[src/design/mahd_pkg.sv]
`default_nettype none

package mahd_pkg;

  // Field widths of one header beat and one result beat.
  localparam int unsigned HDR_W   = 32;
  localparam int unsigned LEN_W   = 12;
  localparam int unsigned LAYER_W = 2;
  localparam int unsigned VER_W   = 2;
  localparam int unsigned CHAN_W  = 2;
  localparam int unsigned KBPS_W  = 9;
  localparam int unsigned RATE_W  = 16;
  localparam int unsigned COEF_W  = 18;
  localparam int unsigned IDX_W   = 2;

  // Frame length arithmetic: numerator = coefficient * kbps, then a reciprocal
  // multiply by one of the three base sampling rates, then a power-of-two shift.
  localparam int unsigned NUM_W   = 26;
  localparam int unsigned RECIP_W = 28;
  localparam int unsigned PROD_W  = NUM_W + RECIP_W;
  localparam int unsigned RECIP_S = 40;
  localparam int unsigned QUOT_W  = PROD_W - RECIP_S;

  localparam logic [HDR_W-1:0] SYNC_MASK = 32'hFFE0_0000;

  localparam logic [COEF_W-1:0] COEF_L1   = 18'd12000;
  localparam logic [COEF_W-1:0] COEF_HALF = 18'd72000;
  localparam logic [COEF_W-1:0] COEF_FULL = 18'd144000;

  // Version codes as carried in the result.
  localparam logic [VER_W-1:0] VER_MPEG1  = 2'd0;
  localparam logic [VER_W-1:0] VER_MPEG2  = 2'd1;
  localparam logic [VER_W-1:0] VER_MPEG25 = 2'd2;

  // Version codes as they appear in the header.
  localparam logic [1:0] HVER_MPEG1    = 2'b11;
  localparam logic [1:0] HVER_MPEG2    = 2'b10;
  localparam logic [1:0] HVER_RESERVED = 2'b01;

  localparam logic [1:0] HLAYER_RESERVED = 2'b00;
  localparam logic [1:0] SR_RESERVED     = 2'b11;
  localparam logic [3:0] BR_FREE         = 4'd0;
  localparam logic [3:0] BR_BAD          = 4'd15;
  localparam logic [1:0] MODE_MONO       = 2'b11;

  localparam logic [LAYER_W-1:0] LAYER_I   = 2'd1;
  localparam logic [LAYER_W-1:0] LAYER_III = 2'd3;

  // MPEG-2.5 sampling rates; MPEG-2 doubles them and MPEG-1 quadruples them.
  localparam logic [RATE_W-1:0] BASE_RATE [3] = '{16'd11025, 16'd12000, 16'd8000};

  // ceil(2^40 / base rate); exact floor division for any numerator below 2^26.
  localparam logic [RECIP_W-1:0] RECIP [3] = '{28'd99728946, 28'd91625969, 28'd137438954};

  // [0 MPEG-1, 1 MPEG-2 and 2.5][layer - 1][bitrate index]
  localparam logic [KBPS_W-1:0] KBPS_TAB [2][3][16] = '{
    '{
      '{9'd0, 9'd32, 9'd64, 9'd96, 9'd128, 9'd160, 9'd192, 9'd224,
        9'd256, 9'd288, 9'd320, 9'd352, 9'd384, 9'd416, 9'd448, 9'd0},
      '{9'd0, 9'd32, 9'd48, 9'd56, 9'd64, 9'd80, 9'd96, 9'd112,
        9'd128, 9'd160, 9'd192, 9'd224, 9'd256, 9'd320, 9'd384, 9'd0},
      '{9'd0, 9'd32, 9'd40, 9'd48, 9'd56, 9'd64, 9'd80, 9'd96,
        9'd112, 9'd128, 9'd160, 9'd192, 9'd224, 9'd256, 9'd320, 9'd0}
    },
    '{
      '{9'd0, 9'd32, 9'd48, 9'd56, 9'd64, 9'd80, 9'd96, 9'd112,
        9'd128, 9'd144, 9'd160, 9'd176, 9'd192, 9'd224, 9'd256, 9'd0},
      '{9'd0, 9'd8, 9'd16, 9'd24, 9'd32, 9'd40, 9'd48, 9'd56,
        9'd64, 9'd80, 9'd96, 9'd112, 9'd128, 9'd144, 9'd160, 9'd0},
      '{9'd0, 9'd8, 9'd16, 9'd24, 9'd32, 9'd40, 9'd48, 9'd56,
        9'd64, 9'd80, 9'd96, 9'd112, 9'd128, 9'd144, 9'd160, 9'd0}
    }
  };

  // A classified header waiting for its frame length.
  typedef struct packed {
    logic                 valid_res;
    logic [LAYER_W-1:0]   layer;
    logic [VER_W-1:0]     mpeg_version;
    logic [CHAN_W-1:0]    channels;
    logic [KBPS_W-1:0]    bitrate_kbps;
    logic [RATE_W-1:0]    sample_rate_hz;
    logic [COEF_W-1:0]    coef;
    logic [IDX_W-1:0]     sr_idx;
    logic                 pad;
  } item_t;

  // One finished result.
  typedef struct packed {
    logic                 valid_res;
    logic [LEN_W-1:0]     frame_bytes;
    logic [LAYER_W-1:0]   layer;
    logic [VER_W-1:0]     mpeg_version;
    logic [CHAN_W-1:0]    channels;
    logic [KBPS_W-1:0]    bitrate_kbps;
    logic [RATE_W-1:0]    sample_rate_hz;
  } result_t;

endpackage

`default_nettype wire

[src/design/mahd_front.sv]
`default_nettype none

module mahd_front
  import mahd_pkg::*;
(
  input  wire logic             in_valid_i,
  output logic                  in_ready_o,
  input  wire logic [HDR_W-1:0] header_i,
  input  wire logic             queue_full_i,
  output logic                  push_o,
  output item_t                 item_o
);

  logic [1:0]         sr;
  logic [3:0]         br;
  logic [1:0]         lay_code;
  logic [1:0]         ver_code;
  logic               legal;
  logic [LAYER_W-1:0] lay;
  logic [VER_W-1:0]   ver;
  logic               row;
  logic [1:0]         rate_shift;
  logic [COEF_W-1:0]  coef;

  assign sr       = header_i[11:10];
  assign br       = header_i[15:12];
  assign lay_code = header_i[18:17];
  assign ver_code = header_i[20:19];

  assign legal = ((header_i & SYNC_MASK) == SYNC_MASK) && (sr != SR_RESERVED) &&
                 (br != BR_FREE) && (br != BR_BAD) &&
                 (lay_code != HLAYER_RESERVED) && (ver_code != HVER_RESERVED);

  // Layer code 11 is Layer I, 10 Layer II, 01 Layer III.
  assign lay = LAYER_W'(3'd4 - {1'b0, lay_code});

  always_comb begin
    case (ver_code)
      HVER_MPEG1: ver = VER_MPEG1;
      HVER_MPEG2: ver = VER_MPEG2;
      default:    ver = VER_MPEG25;
    endcase
  end

  assign row        = (ver != VER_MPEG1);
  assign rate_shift = 2'(VER_MPEG25 - ver);

  always_comb begin
    if (lay == LAYER_I) begin
      coef = COEF_L1;
    end else if (lay == LAYER_III && ver != VER_MPEG1) begin
      coef = COEF_HALF;
    end else begin
      coef = COEF_FULL;
    end
  end

  always_comb begin
    item_o = '0;
    if (legal) begin
      item_o.valid_res      = 1'b1;
      item_o.layer          = lay;
      item_o.mpeg_version   = ver;
      item_o.channels       = (header_i[7:6] == MODE_MONO) ? 2'd1 : 2'd2;
      item_o.bitrate_kbps   = KBPS_TAB[row][lay - 2'd1][br];
      item_o.sample_rate_hz = BASE_RATE[sr] << rate_shift;
      item_o.coef           = coef;
      item_o.sr_idx         = sr;
      item_o.pad            = header_i[9];
    end
  end

  assign in_ready_o = !queue_full_i;
  assign push_o     = in_valid_i && !queue_full_i;

endmodule

`default_nettype wire

[src/design/mahd_queue.sv]
`default_nettype none

module mahd_queue
  import mahd_pkg::*;
#(
  parameter int unsigned DEPTH = 2
) (
  input  wire logic  clk_i,
  input  wire logic  rst_ni,
  input  wire logic  push_i,
  input  wire item_t item_i,
  output logic       full_o,
  output logic       rd_valid_o,
  input  wire logic  rd_ready_i,
  output item_t      item_o
);

  localparam int unsigned PTR_W = (DEPTH > 1) ? $clog2(DEPTH) : 1;
  localparam int unsigned CNT_W = $clog2(DEPTH + 1);
  localparam logic [PTR_W-1:0] LAST_PTR = PTR_W'(DEPTH - 1);
  localparam logic [CNT_W-1:0] FULL_CNT = CNT_W'(DEPTH);

  item_t            mem_q [DEPTH];
  logic [PTR_W-1:0] wr_ptr_q, wr_ptr_d;
  logic [PTR_W-1:0] rd_ptr_q, rd_ptr_d;
  logic [CNT_W-1:0] cnt_q, cnt_d;
  logic             pop;

  assign full_o     = (cnt_q == FULL_CNT);
  assign rd_valid_o = (cnt_q != '0);
  assign pop        = rd_valid_o && rd_ready_i;
  assign item_o     = mem_q[rd_ptr_q];

  always_comb begin
    wr_ptr_d = wr_ptr_q;
    rd_ptr_d = rd_ptr_q;
    cnt_d    = cnt_q;
    if (push_i) begin
      wr_ptr_d = (wr_ptr_q == LAST_PTR) ? '0 : wr_ptr_q + 1'b1;
    end
    if (pop) begin
      rd_ptr_d = (rd_ptr_q == LAST_PTR) ? '0 : rd_ptr_q + 1'b1;
    end
    if (push_i && !pop) begin
      cnt_d = cnt_q + 1'b1;
    end else if (pop && !push_i) begin
      cnt_d = cnt_q - 1'b1;
    end
  end

  always_ff @(posedge clk_i or negedge rst_ni) begin
    if (!rst_ni) begin
      wr_ptr_q <= '0;
      rd_ptr_q <= '0;
      cnt_q    <= '0;
    end else begin
      wr_ptr_q <= wr_ptr_d;
      rd_ptr_q <= rd_ptr_d;
      cnt_q    <= cnt_d;
    end
  end

  always_ff @(posedge clk_i) begin
    if (push_i) begin
      mem_q[wr_ptr_q] <= item_i;
    end
  end

endmodule

`default_nettype wire

[src/design/mahd_back.sv]
`default_nettype none

module mahd_back
  import mahd_pkg::*;
(
  input  wire logic  clk_i,
  input  wire logic  rst_ni,
  input  wire logic  in_valid_i,
  output logic       in_ready_o,
  input  wire item_t item_i,
  output logic       out_valid_o,
  input  wire logic  out_ready_i,
  output result_t    result_o
);

  logic              s1_v_q, s2_v_q, s3_v_q;
  logic              s1_ready, s2_ready, s3_ready;
  item_t             s1_item_q, s2_item_q;
  logic [NUM_W-1:0]  s1_num_q;
  logic [QUOT_W-1:0] s2_quot_q;
  result_t           s3_res_q;

  logic [COEF_W+KBPS_W-1:0] num_full;
  logic [PROD_W-1:0]        prod;
  logic [1:0]               shamt;
  logic [QUOT_W-1:0]        shifted;
  logic [LEN_W-1:0]         base_len;
  logic [LEN_W-1:0]         len;

  // A stage moves when it is empty or the stage after it moves.
  assign s3_ready   = !s3_v_q || out_ready_i;
  assign s2_ready   = !s2_v_q || s3_ready;
  assign s1_ready   = !s1_v_q || s2_ready;
  assign in_ready_o = s1_ready;

  // Numerator stays below 2^26 for every legal table combination.
  assign num_full = (COEF_W + KBPS_W)'(item_i.coef) * (COEF_W + KBPS_W)'(item_i.bitrate_kbps);

  assign prod = PROD_W'(s1_num_q) * PROD_W'(RECIP[s1_item_q.sr_idx]);

  assign shamt    = 2'(VER_MPEG25 - s2_item_q.mpeg_version);
  assign shifted  = s2_quot_q >> shamt;
  assign base_len = LEN_W'(shifted) + LEN_W'(s2_item_q.pad);
  assign len      = (s2_item_q.layer == LAYER_I) ? (base_len << 2) : base_len;

  always_ff @(posedge clk_i or negedge rst_ni) begin
    if (!rst_ni) begin
      s1_v_q <= 1'b0;
      s2_v_q <= 1'b0;
      s3_v_q <= 1'b0;
    end else begin
      if (s1_ready) begin
        s1_v_q <= in_valid_i;
      end
      if (s2_ready) begin
        s2_v_q <= s1_v_q;
      end
      if (s3_ready) begin
        s3_v_q <= s2_v_q;
      end
    end
  end

  always_ff @(posedge clk_i) begin
    if (s1_ready && in_valid_i) begin
      s1_item_q <= item_i;
      s1_num_q  <= NUM_W'(num_full);
    end
    if (s2_ready && s1_v_q) begin
      s2_item_q <= s1_item_q;
      s2_quot_q <= prod[PROD_W-1:RECIP_S];
    end
    if (s3_ready && s2_v_q) begin
      s3_res_q.valid_res      <= s2_item_q.valid_res;
      s3_res_q.frame_bytes    <= len;
      s3_res_q.layer          <= s2_item_q.layer;
      s3_res_q.mpeg_version   <= s2_item_q.mpeg_version;
      s3_res_q.channels       <= s2_item_q.channels;
      s3_res_q.bitrate_kbps   <= s2_item_q.bitrate_kbps;
      s3_res_q.sample_rate_hz <= s2_item_q.sample_rate_hz;
    end
  end

  assign out_valid_o = s3_v_q;
  assign result_o    = s3_res_q;

endmodule

`default_nettype wire

[src/design/mpeg_audio_header_decoder.sv]
// MPEG audio frame header decoder.
// The slave stream takes one 32-bit frame header per beat, first header byte in
// bits 31..24. The master stream returns exactly one result beat per header, in
// order. tuser carries the legal-header flag; tdata carries frame length, layer,
// version, channel count, bitrate and sampling rate. A rejected header gives a
// result with the flag low and every other field zero.
// A front stage checks the sync and reserved codes and does the table lookups,
// then writes the classified header into a small queue. The back end is a
// three-stage pipeline: coefficient times bitrate, a reciprocal multiply for
// the sampling rate division, then shift, padding and the Layer I slot scaling
// into the output register.
// Throughput is one header per cycle while the master side keeps tready high. An
// accepted header passes the queue, numerator, quotient and output registers.
// When the receiver holds tready low, the pipeline fills and then the queue,
// and tready on the slave side drops only once the queue is full.
// Reset clears the queue and all stage valid flags; no results are pending.
`default_nettype none

module mpeg_audio_header_decoder
  import mahd_pkg::*;
#(
  parameter int unsigned QUEUE_DEPTH = 2
) (
  input  wire logic        clk_i,
  input  wire logic        rst_ni,
  input  wire logic        s_axis_tvalid,
  output logic             s_axis_tready,
  input  wire logic [31:0] s_axis_tdata,   // [31:0] header_word
  output logic             m_axis_tvalid,
  input  wire logic        m_axis_tready,
  output logic [47:0]      m_axis_tdata,   // [11:0] frame_bytes, [13:12] layer,
                                           // [15:14] mpeg_version, [17:16] channels,
                                           // [26:18] bitrate_kbps,
                                           // [42:27] sample_rate_hz, [47:43] zero
  output logic [0:0]       m_axis_tuser    // [0] valid_res
);

  item_t   front_item;
  item_t   queue_item;
  logic    push;
  logic    queue_full;
  logic    queue_valid;
  logic    back_ready;
  result_t result;

  mahd_front u_front (
    .in_valid_i   (s_axis_tvalid),
    .in_ready_o   (s_axis_tready),
    .header_i     (s_axis_tdata),
    .queue_full_i (queue_full),
    .push_o       (push),
    .item_o       (front_item)
  );

  mahd_queue #(
    .DEPTH (QUEUE_DEPTH)
  ) u_queue (
    .clk_i      (clk_i),
    .rst_ni     (rst_ni),
    .push_i     (push),
    .item_i     (front_item),
    .full_o     (queue_full),
    .rd_valid_o (queue_valid),
    .rd_ready_i (back_ready),
    .item_o     (queue_item)
  );

  mahd_back u_back (
    .clk_i       (clk_i),
    .rst_ni      (rst_ni),
    .in_valid_i  (queue_valid),
    .in_ready_o  (back_ready),
    .item_i      (queue_item),
    .out_valid_o (m_axis_tvalid),
    .out_ready_i (m_axis_tready),
    .result_o    (result)
  );

  assign m_axis_tdata = {5'b0, result.sample_rate_hz, result.bitrate_kbps, result.channels,
                         result.mpeg_version, result.layer, result.frame_bytes};
  assign m_axis_tuser = result.valid_res;

endmodule

`default_nettype wire
[config.mk]
export PLATFORM = sky130hd
export DESIGN_NAME = mpeg_audio_header_decoder
export DESIGN_NICKNAME = d
export VERILOG_FILES = /design/src/design/mahd_pkg.sv /design/src/design/mahd_front.sv /design/src/design/mahd_queue.sv /design/src/design/mahd_back.sv /design/src/design/mpeg_audio_header_decoder.sv
export SDC_FILE = /design/constraint.sdc
export NUM_CORES = 1
export LEC_CHECK = 0
export ABC_AREA = 1
export BUFFER_PORTS_ARGS = -buffer_cell sky130_fd_sc_hd__buf_2
export CORE_AREA = 3 3 330 202
export CTS_BUF_LIST = sky130_fd_sc_hd__clkbuf_8
export CTS_CLUSTER_SIZE = 16
export DETAILED_ROUTE_END_ITERATION = 12
export DIE_AREA = 0 0 333 205
export MAX_ROUTING_LAYER = met4
export SLEW_MARGIN = 10
export SYNTH_ARGS = -nofsm -noshare
export SYNTH_HDL_FRONTEND = slang
export SYNTH_SLANG_ARGS = --single-unit
[constraint.sdc]
create_clock -name clk_i -period 8.2 [get_ports clk_i]
set_clock_uncertainty 0.05 [all_clocks]
set_input_delay 0.41 -clock clk_i [delete_from_list [all_inputs] [get_ports clk_i]]
set_output_delay 0.41 -clock clk_i [all_outputs]
set_load 0.005 [all_outputs]
==> tab_implementation.tex, run 1 <==
\begin{tabular}{lr}
\hline
Metric & Value \\
\hline
\multicolumn{2}{l}{\textbf{Logic synthesis}} \\
Async S/R FF share, synth & 3.29\% \\
\#FFs+latches synth & 213 \\
Part of the Yosys area used for sequential elements & between 20\% and 30\% \\
Post-synth EDFFs & 206 \\
Top cell type's share of synthesized area & 30.7\% \\
Gate Count Post-Synth & between 3000 and 4000 \\
Post-Synthesis Cell Area & 28500 um2 \\
Count of warnings emitted by yosys & 0 \\
Synth top area cells & sky130\_fd\_sc\_hd\_\_fa\_1 (31\%), sky130\_fd\_sc\_hd\_\_edfxtp\_1 (22\%), sky130\_fd\_sc\_hd\_\_ha\_1 (16\%) \\
Cell type with the highest aggregate area in the netlist & sky130\_fd\_sc\_hd\_\_fa\_1 \\
Number of distinct library cells after synthesis & 49 \\
Synth Area per Inst & 9.20 um2 \\
Most used flip-flop cell after synthesis & sky130\_fd\_sc\_hd\_\_edfxtp\_1 \\
\multicolumn{2}{l}{\textbf{Run}} \\
Number of max-capacitance violations reported & 0 \\
\multicolumn{2}{l}{\textbf{Global routing}} \\
Global-route wire length before repair & 119 mm \\
Initial antenna violation count & 1 \\
Total gr overflow & 0 \\
Vias in the first global route & 19900 \\
Total routing usage reported by global routing & 23.7\% \\
Largest net degree at the start of global routing & 50 \\
\multicolumn{2}{l}{\textbf{Outcome}} \\
Result of the run & finished, final reports clean \\
\multicolumn{2}{l}{\textbf{Worst setup path}} \\
Worst path top cell family by delay & adder cells \\
Category of the critical setup timing path & flop to flop \\
R2R Setup Slk & 0.64 ns \\
Arrival time at the worst endpoint & between 7 and 8 ns \\
CP max stage delay & 0.71 ns \\
Endpoint class of the critical path & flop \\
Required @ worst endpoint & 8.50 ns \\
Worst Path Max Fanout & 15 \\
Crit path buffers/inverters & 7 \\
Crit-path slowest cell & sky130\_fd\_sc\_hd\_\_fa\_1 \\
Startpoint type of the worst setup path & flop \\
\multicolumn{2}{l}{\textbf{Drt}} \\
Via-per-instance ratio & about 4.8 \\
Vias after detailed routing & 20000 \\
Violation count after the first detailed-route iteration & 1921 \\
TritonRoute pass-1 iters & 5 \\
Routed wire length & 75.8 mm \\
Drt wl/cell & between 15 and 20 um \\
DRC violations left & 0 \\
Post-route antenna net violation count & 0 \\
\multicolumn{2}{l}{\textbf{Die}} \\
Vertical die dimension & 205 um \\
Area of the core region & about 64000 um2 \\
DIE WIDTH & 333 um \\
Die area & 68300 um2 \\
Site Rows & around 70 \\
Initial Utilization & 44.6\% \\
IO Pins & between 80 and 90 \\
\multicolumn{2}{l}{\textbf{Clocking}} \\
Post-CTS clock slew at the launch and capture registers of the worst setup and hold paths & 0.07 ns \\
Post-cts sizing count & 0 \\
Buffer depth of the longest clock path & 3 \\
Clk Latency, worst-skew pair & 0.60 ns \\
CTS tree & yes \\
Number of buffers created by CTS & 29 \\
Number of H-tree branching levels & 1 \\
Number of clock sinks & $\sim$210 \\
Clk Tree Root Cell & sky130\_fd\_sc\_hd\_\_clkbuf\_8 \\
\multicolumn{2}{l}{\textbf{Timing}} \\
Setup violators final & 0 \\
Worst hold margin & between 0.07 and 0.08 ns \\
RSZ-0062 raised after global routing & no \\
Post-route fraction of the period consumed by the critical path & 92.1\% \\
Achievable clock frequency & about 130 MHz \\
Post-route setup slack & 0.644 ns \\
Total count of max-transition violations in the final report & 0 \\
Relative slew slack & 39.1\% \\
Measured slew at the worst slew-check pin & 0.911 ns \\
Final number of hold-violating endpoints & 0 \\
Setup TNS Final & 0 ns \\
Post-route minimum period & 7.56 ns \\
\multicolumn{2}{l}{\textbf{Placed design}} \\
Placed instance count & 4129 \\
Placed wire-length estimate & 66.7 mm \\
RePlAce Congestion & around 0.97 \\
DP Worst Slack & 0.824 ns \\
Port Buf Inserts & 70 \\
\multicolumn{2}{l}{\textbf{Final layout}} \\
Relative area change from synthesis to final layout & 8.86\% \\
Proportion of layout cells with a drive suffix above 1 & about 5.7\% \\
Final cell count without fillers & 4183 \\
Net count, final & roughly 4200 \\
\multicolumn{2}{l}{\textbf{Hold path}} \\
Worst min-delay path class & input port to flop \\
\hline
\end{tabular}
[metal layers]
metal | vias up | part of all wire [%] | routed length (um) | track usage (%)
li1 | 9641 | - | - | -
met1 | 9554 | 53 | 39800 | 38.2
met2 | 732 | 34 | 25500 | 27.0
met3 | 38 | 13 | 9940 | 10.1
met4 | 0 | 0.63 | 477 | 1.82
met5 | - | 0 | 0 | -
[flip-flops by register name, indices dropped and copies added (netlist names)]
name and flops:
u_back.s1_item_q 31, u_back.out_valid_o 1, u_queue.mem_q 74, u_back.s1_v_q 1, u_queue.cnt_q 2, u_queue.rd_ptr_q 1, u_back.s1_num_q 18, u_queue.wr_ptr_q 1
u_back.s2_item_q 29, u_back.result_o 40, u_back.s2_v_q 1, u_back.s2_quot_q 14
[area by class of cell]
type,count,area (um2)
sequential,213,6360
clock inverter,23,180
tap,851,1060
fill,6144,32900
antenna,1,2.50
inverter,906,3410
timing repair buffer,112,668
clock buffer,29,399
multi-input combinational,2048,19000
[metrics by stage]
step	cell area (um2)	utilization [%]
after floorplan	28900	-
after global placement	30500	47.6
after detailed placement	30500	47.6
after CTS	31000	48.5
after global routing	31100	48.5
final	31100	48.5
[cell usage after synthesis (7+ instances only)]
master,n
sky130_fd_sc_hd__fa_1,438
sky130_fd_sc_hd__edfxtp_1,206
sky130_fd_sc_hd__nor3_1,20
sky130_fd_sc_hd__nand4_1,22
sky130_fd_sc_hd__inv_1,900
sky130_fd_sc_hd__o21ai_1,12
sky130_fd_sc_hd__clkbuf_1,20
sky130_fd_sc_hd__nor2_1,233
sky130_fd_sc_hd__a21oi_1,82
sky130_fd_sc_hd__xor2_1,14
sky130_fd_sc_hd__o21ai_0,59
sky130_fd_sc_hd__o21bai_1,14
sky130_fd_sc_hd__buf_4,10
sky130_fd_sc_hd__dfrtp_1,7
sky130_fd_sc_hd__nand3_1,71
sky130_fd_sc_hd__nand2_1,516
sky130_fd_sc_hd__or2_2,15
sky130_fd_sc_hd__xnor2_1,15
sky130_fd_sc_hd__nand2_2,7
sky130_fd_sc_hd__ha_1,375
[worst min-delay path, cell delays in order]
cell and delay, ns:
sky130_fd_sc_hd__buf_2 0.08, sky130_fd_sc_hd__inv_1 0.06, sky130_fd_sc_hd__nand2_1 0.08, sky130_fd_sc_hd__nand2_1 0.05
[placed cells by master (no fill, tap or decap), types with 8 or more instances in the layout]
cell type and count:
sky130_fd_sc_hd__inv_1 907, sky130_fd_sc_hd__nand2_1 516, sky130_fd_sc_hd__fa_1 438, sky130_fd_sc_hd__ha_1 375, sky130_fd_sc_hd__nor2_1 231, sky130_fd_sc_hd__edfxtp_1 206
sky130_fd_sc_hd__conb_1 106, sky130_fd_sc_hd__a21oi_1 81, sky130_fd_sc_hd__nand3_1 71, sky130_fd_sc_hd__buf_2 70, sky130_fd_sc_hd__o21ai_0 59, sky130_fd_sc_hd__buf_4 41
sky130_fd_sc_hd__clkbuf_8 29, sky130_fd_sc_hd__nand4_1 22, sky130_fd_sc_hd__nor3_1 20, sky130_fd_sc_hd__or2_2 15, sky130_fd_sc_hd__xnor2_1 15, sky130_fd_sc_hd__o21bai_1 14
sky130_fd_sc_hd__xor2_1 14, sky130_fd_sc_hd__o21ai_1 12, sky130_fd_sc_hd__clkinv_1 8
[logic make-up (layout without fill, tap and decap cells)]
| logic type | Yosys count | in the layout | synth area share, % |
|---|---|---|---|
| mux | 5 | 5 | 0.175 |
| buf+inv | 945 | 1070 | 12.7 |
| flops | 213 | 213 | 22.3 |
| xor+xnor | 30 | 30 | 0.947 |
| other cells | 2 | 107 | 0.0263 |
| simple gates | 900 | 900 | 12.9 |
| fa+ha+maj | 813 | 813 | 47.2 |
| compound gates | 194 | 194 | 3.78 |
[path summary, 6_finish.rpt]
path                       depth (start not counted)                  from                   end
setup / recovery                                  27   u_back.s1_item_q[1]   u_back.s2_quot_q[3]
hold / removal                                     4         m_axis_tready    u_back.out_valid_o
setup reg to reg                                  27   u_back.s1_item_q[1]   u_back.s2_quot_q[3]
hold reg to reg                                    0  u_back.s1_item_q[50]  u_back.s2_item_q[50]
max in group asynchronous                          2                rst_ni      u_queue.rd_ptr_q
min in group asynchronous                          2                rst_ni      u_queue.cnt_q[1]
[repair_timing]
item                                    in CTS  in global routing
hold buffers                                 1                  0
endpoints found under the hold margin        7                  0
endpoints found under the setup margin       0                  0
buffers inserted                             0                  0
Power of run 1 is left out: the tool's default activity adds up to more than one toggle a clock period on the data nets, which glitch-free logic cannot reach.
==> inputs of run 2 (changes only) <==
--- a/config.mk
+++ b/config.mk
@@ -7,13 +7,14 @@
 export LEC_CHECK = 0
 export ABC_AREA = 1
 export BUFFER_PORTS_ARGS = -buffer_cell sky130_fd_sc_hd__buf_2
-export CORE_AREA = 3 3 330 202
+export CORE_AREA = 3 3 373 227
 export CTS_BUF_LIST = sky130_fd_sc_hd__clkbuf_8
 export CTS_CLUSTER_SIZE = 16
 export DETAILED_ROUTE_END_ITERATION = 12
-export DIE_AREA = 0 0 333 205
+export DIE_AREA = 0 0 376 230
 export MAX_ROUTING_LAYER = met4
 export SLEW_MARGIN = 10
 export SYNTH_ARGS = -nofsm -noshare
 export SYNTH_HDL_FRONTEND = slang
+export SYNTH_HIERARCHICAL = 1
 export SYNTH_SLANG_ARGS = --single-unit
==> constraint.sdc (replaced) <==
create_clock -name clk_i -period 8.2 [get_ports clk_i]
set_clock_uncertainty 0.05 [all_clocks]
set_input_delay 0 -clock clk_i [delete_from_list [all_inputs] [get_ports clk_i]]
set_output_delay 0 -clock clk_i [all_outputs]
set_load 0.005 [all_outputs]
==> tab_implementation.tex, run 2 <==
\begin{tabular}{lr}
\hline
Metric & Value \\
\hline
\multicolumn{2}{l}{\textbf{Hold path}} \\
Endpoint of the worst hold-timing path & u\_queue/mem\_q[1][40] \\
Worst min-delay path class & input port to flop \\
Hold path depth & 5 (+1) \\
Beginning of the worst hold path & s\_axis\_tdata[12] \\
\multicolumn{2}{l}{\textbf{Final layout}} \\
Net count, final & 5159 (+24\%) \\
Most common cell after layout, fill and taps aside & sky130\_fd\_sc\_hd\_\_inv\_1 \\
Register with the highest flop count & u\_queue/mem\_q \\
Relative area change from synthesis to final layout & 7.33\% \\
Leading cell types in the layout, fill and taps excluded & sky130\_fd\_sc\_hd\_\_inv\_1 (1188), sky130\_fd\_sc\_hd\_\_nand2\_1 (801), sky130\_fd\_sc\_hd\_\_fa\_1 (623) \\
Final cell count without fillers & 5250 (+26\%) \\
Proportion of layout cells with a drive suffix above 1 & 6.04\% (+0.31 points) \\
Max reg flops & 106 (+43\%) \\
\multicolumn{2}{l}{\textbf{Logic synthesis}} \\
Most used standard cell by instance count after synthesis & sky130\_fd\_sc\_hd\_\_inv\_1 \\
Cell type with the highest aggregate area in the netlist & sky130\_fd\_sc\_hd\_\_fa\_1 \\
Synth top area cells & sky130\_fd\_sc\_hd\_\_fa\_1 (34\%), sky130\_fd\_sc\_hd\_\_edfxtp\_1 (21\%), sky130\_fd\_sc\_hd\_\_ha\_1 (12\%) \\
Synth Area per Inst & 9.08 um2 (-1.2\%) \\
Gate Count Post-Synth & 4033 (+30\%) \\
Top cell type's share of synthesized area & 34.0\% (+3.3 points) \\
Synth cell count leaders & sky130\_fd\_sc\_hd\_\_inv\_1 (1180), sky130\_fd\_sc\_hd\_\_nand2\_1 (801), sky130\_fd\_sc\_hd\_\_fa\_1 (623) \\
Post-synth EDFFs & 258 (+25\%) \\
Async S/R FF share, synth & 2.64\% (-0.64 points) \\
Count of warnings emitted by yosys & 6 (+6) \\
Most used flip-flop cell after synthesis & sky130\_fd\_sc\_hd\_\_edfxtp\_1 \\
Post-Synthesis Cell Area & 36600 um2 (+28\%) \\
Part of the Yosys area used for sequential elements & 21.6\% (-0.67 points) \\
\#FFs+latches synth & 265 (+24\%) \\
Number of distinct library cells after synthesis & 51 (+4.1\%) \\
\multicolumn{2}{l}{\textbf{Placed design}} \\
RePlAce Congestion & 1.07 (+10\%) \\
Placed wire-length estimate & 95.0 mm (+43\%) \\
Placed instance count & 5156 (+25\%) \\
Port Buf Inserts & 73 (+4.3\%) \\
\multicolumn{2}{l}{\textbf{Clocking}} \\
Post-CTS clock slew at the launch and capture registers of the worst setup and hold paths & 0.09 ns (+0.02 ns) \\
Clk Tree Root Cell & sky130\_fd\_sc\_hd\_\_clkbuf\_8 \\
Number of buffers created by CTS & 39 (+34\%) \\
Number of clock sinks & 265 (+24\%) \\
CTS tree & yes \\
Post-cts sizing count & 0 (unchanged) \\
Clk Latency, worst-skew pair & 0.59 ns (about the same) \\
Number of H-tree branching levels & 2 (+1) \\
Buffer depth of the longest clock path & 3 (unchanged) \\
\multicolumn{2}{l}{\textbf{Timing}} \\
Setup TNS Final & 0 ns (unchanged) \\
RSZ-0062 raised after global routing & no \\
Total count of max-transition violations in the final report & 0 (unchanged) \\
Post-route minimum period & 7.61 ns (+0.0509 ns) \\
Measured slew at the worst slew-check pin & 1.08 ns (+0.174 ns) \\
Achievable clock frequency & 131 MHz (-0.67\%) \\
Final number of hold-violating endpoints & 0 (unchanged) \\
Setup violators final & 0 (unchanged) \\
Relative slew slack & 27.5\% (-12 points) \\
Worst hold margin & 0.0715 ns (-0.00209 ns) \\
Post-route fraction of the period consumed by the critical path & 92.8\% (+0.62 points) \\
\multicolumn{2}{l}{\textbf{Die}} \\
Area of the core region & 81400 um2 (+27\%) \\
DIE WIDTH & 376 um (+13\%) \\
Vertical die dimension & 230 um (+12\%) \\
Die area & 86500 um2 (+27\%) \\
IO Pins & 87 (unchanged) \\
Site Rows & 81 (+13\%) \\
Initial Utilization & 45.0\% (+0.41 points) \\
\multicolumn{2}{l}{\textbf{Drt}} \\
Via-per-instance ratio & 4.93 (+3.3\%) \\
Routed wire length & 109 mm (+44\%) \\
DRC violations left & 0 (unchanged) \\
Drt wl/cell & 20.8 um (+15\%) \\
TritonRoute pass-1 iters & 7 (+2) \\
Violation count after the first detailed-route iteration & 2336 (+22\%) \\
Vias after detailed routing & 25900 (+30\%) \\
Post-route antenna net violation count & 0 (unchanged) \\
\multicolumn{2}{l}{\textbf{Global routing}} \\
Total gr overflow & 0 (unchanged) \\
Initial antenna violation count & 0 (-1) \\
Largest net degree at the start of global routing & 54 (+8.0\%) \\
Total routing usage reported by global routing & 26.6\% (+3.0 points) \\
Vias in the first global route & 26300 (+32\%) \\
Global-route wire length before repair & 166 mm (+40\%) \\
\multicolumn{2}{l}{\textbf{Outcome}} \\
Result of the run & finished, final reports clean \\
\multicolumn{2}{l}{\textbf{Worst setup path}} \\
Crit path launch & u\_back/s1\_item\_q[1] \\
R2R Setup Slk & 0.59 ns (-0.05 ns) \\
Endpoint class of the critical path & flop \\
Cell mode on critical path & sky130\_fd\_sc\_hd\_\_inv\_1 \\
Crit-path slowest cell & sky130\_fd\_sc\_hd\_\_fa\_1 \\
Reg-to-reg critical path startpoint & u\_back/s1\_item\_q[1] \\
CP max stage delay & 0.78 ns (+0.07 ns) \\
Worst Path Max Fanout & 11 (-4) \\
Count of cells along the worst register-to-register path & 27 (unchanged) \\
Required @ worst endpoint & 8.48 ns (-0.02 ns) \\
Path length in cells of the critical path & 27 (unchanged) \\
Arrival time at the worst endpoint & 7.88 ns (+0.03 ns) \\
Worst path top cell family by delay & adder cells \\
Category of the critical setup timing path & flop to flop \\
Crit path buffers/inverters & 9 (+2) \\
Worst reg2reg path endpoint & u\_back/s2\_quot\_q[0] \\
Startpoint type of the worst setup path & flop \\
\multicolumn{2}{l}{\textbf{Run}} \\
Number of max-capacitance violations reported & 0 (unchanged) \\
\hline
\end{tabular}
## run 2: worst reg2reg max path, cell delays in order (launching register included)
cell	delay [ns]
sky130_fd_sc_hd__edfxtp_1	0.47
sky130_fd_sc_hd__inv_1	0.12
sky130_fd_sc_hd__ha_1	0.69
sky130_fd_sc_hd__buf_4	0.29
sky130_fd_sc_hd__nand2_1	0.06
sky130_fd_sc_hd__inv_1	0.16
sky130_fd_sc_hd__ha_1	0.29
sky130_fd_sc_hd__fa_1	0.61
sky130_fd_sc_hd__inv_1	0.08
sky130_fd_sc_hd__fa_1	0.53
sky130_fd_sc_hd__inv_1	0.05
sky130_fd_sc_hd__fa_1	0.51
sky130_fd_sc_hd__inv_1	0.06
sky130_fd_sc_hd__fa_1	0.52
sky130_fd_sc_hd__inv_1	0.05
sky130_fd_sc_hd__fa_1	0.48
sky130_fd_sc_hd__inv_1	0.05
sky130_fd_sc_hd__fa_1	0.78
sky130_fd_sc_hd__inv_1	0.10
sky130_fd_sc_hd__ha_1	0.33
sky130_fd_sc_hd__nand2_1	0.13
sky130_fd_sc_hd__o21ai_0	0.38
sky130_fd_sc_hd__nand2_1	0.09
sky130_fd_sc_hd__nand2_1	0.10
sky130_fd_sc_hd__o21bai_1	0.12
sky130_fd_sc_hd__nand2_1	0.09
sky130_fd_sc_hd__nand4_1	0.07
sky130_fd_sc_hd__nand2_1	0.07
## run 2: per-stage QoR
step | utilization, % | area, um2 | setup WS, ns
5_1_grt | 48.3 | 39300 | 0.275
4_1_cts | 48.3 | 39300 | 0.687
3_5_place_dp | 47.0 | 38300 | 0.766
6_report | 48.3 | 39300 | 0.594
3_3_place_gp | 47.0 | 38300 | 0.798
2_1_floorplan | - | 36700 | 1.24
## run 2: cell type report
class | instances | area, um2
sequential | 265 | 7920
clock buffer | 44 | 606
multi-input combinational | 2484 | 23700
tap | 1079 | 1350
antenna | 1 | 2.50
clock inverter | 26 | 210
timing repair buffer | 158 | 1060
fill | 7786 | 42100
inverter | 1193 | 4490
## run 2: how the worst max path moves through the flow
stage,end
2_1_floorplan,u_back/s2_quot_q[13]
3_3_place_gp,u_back/s2_quot_q[4]
3_5_place_dp,u_back/s2_quot_q[12]
4_1_cts,u_back/s2_quot_q[12]
5_1_grt,u_back/s2_quot_q[12]
6_report,u_back/s2_quot_q[0]
## run 2: logic make-up (layout without fill, tap and decap cells)
group,after synthesis,in the layout,share of synthesized area [%]
other,2,17,0.0205
buffers and inverters,1298,1421,14.0
DFF,265,265,21.6
AOI/OAI and AO/OA,230,230,3.53
xor gates and xnor gates,39,39,0.933
and+or+nand+nor,1217,1217,13.6
adders and majority gates,982,982,46.3
## run 2: what timing repair did
action / 4_1_cts / 5_1_grt
hold buffers: 23 / 0
endpoints found under the hold margin: 65 / 0
setup buffers: 0 / 0
## run 2: per-layer routing
layer  up-vias  global-route usage [%]  part of all wire (%)
met5         -                       -                     0
met3        58                    15.1                    16
met4         0                    2.38                  0.78
met2      1017                    29.8                    34
met1     12700                    41.3                    49
li1      12100                       -                     -
Power of run 2 is left out for the same reason.
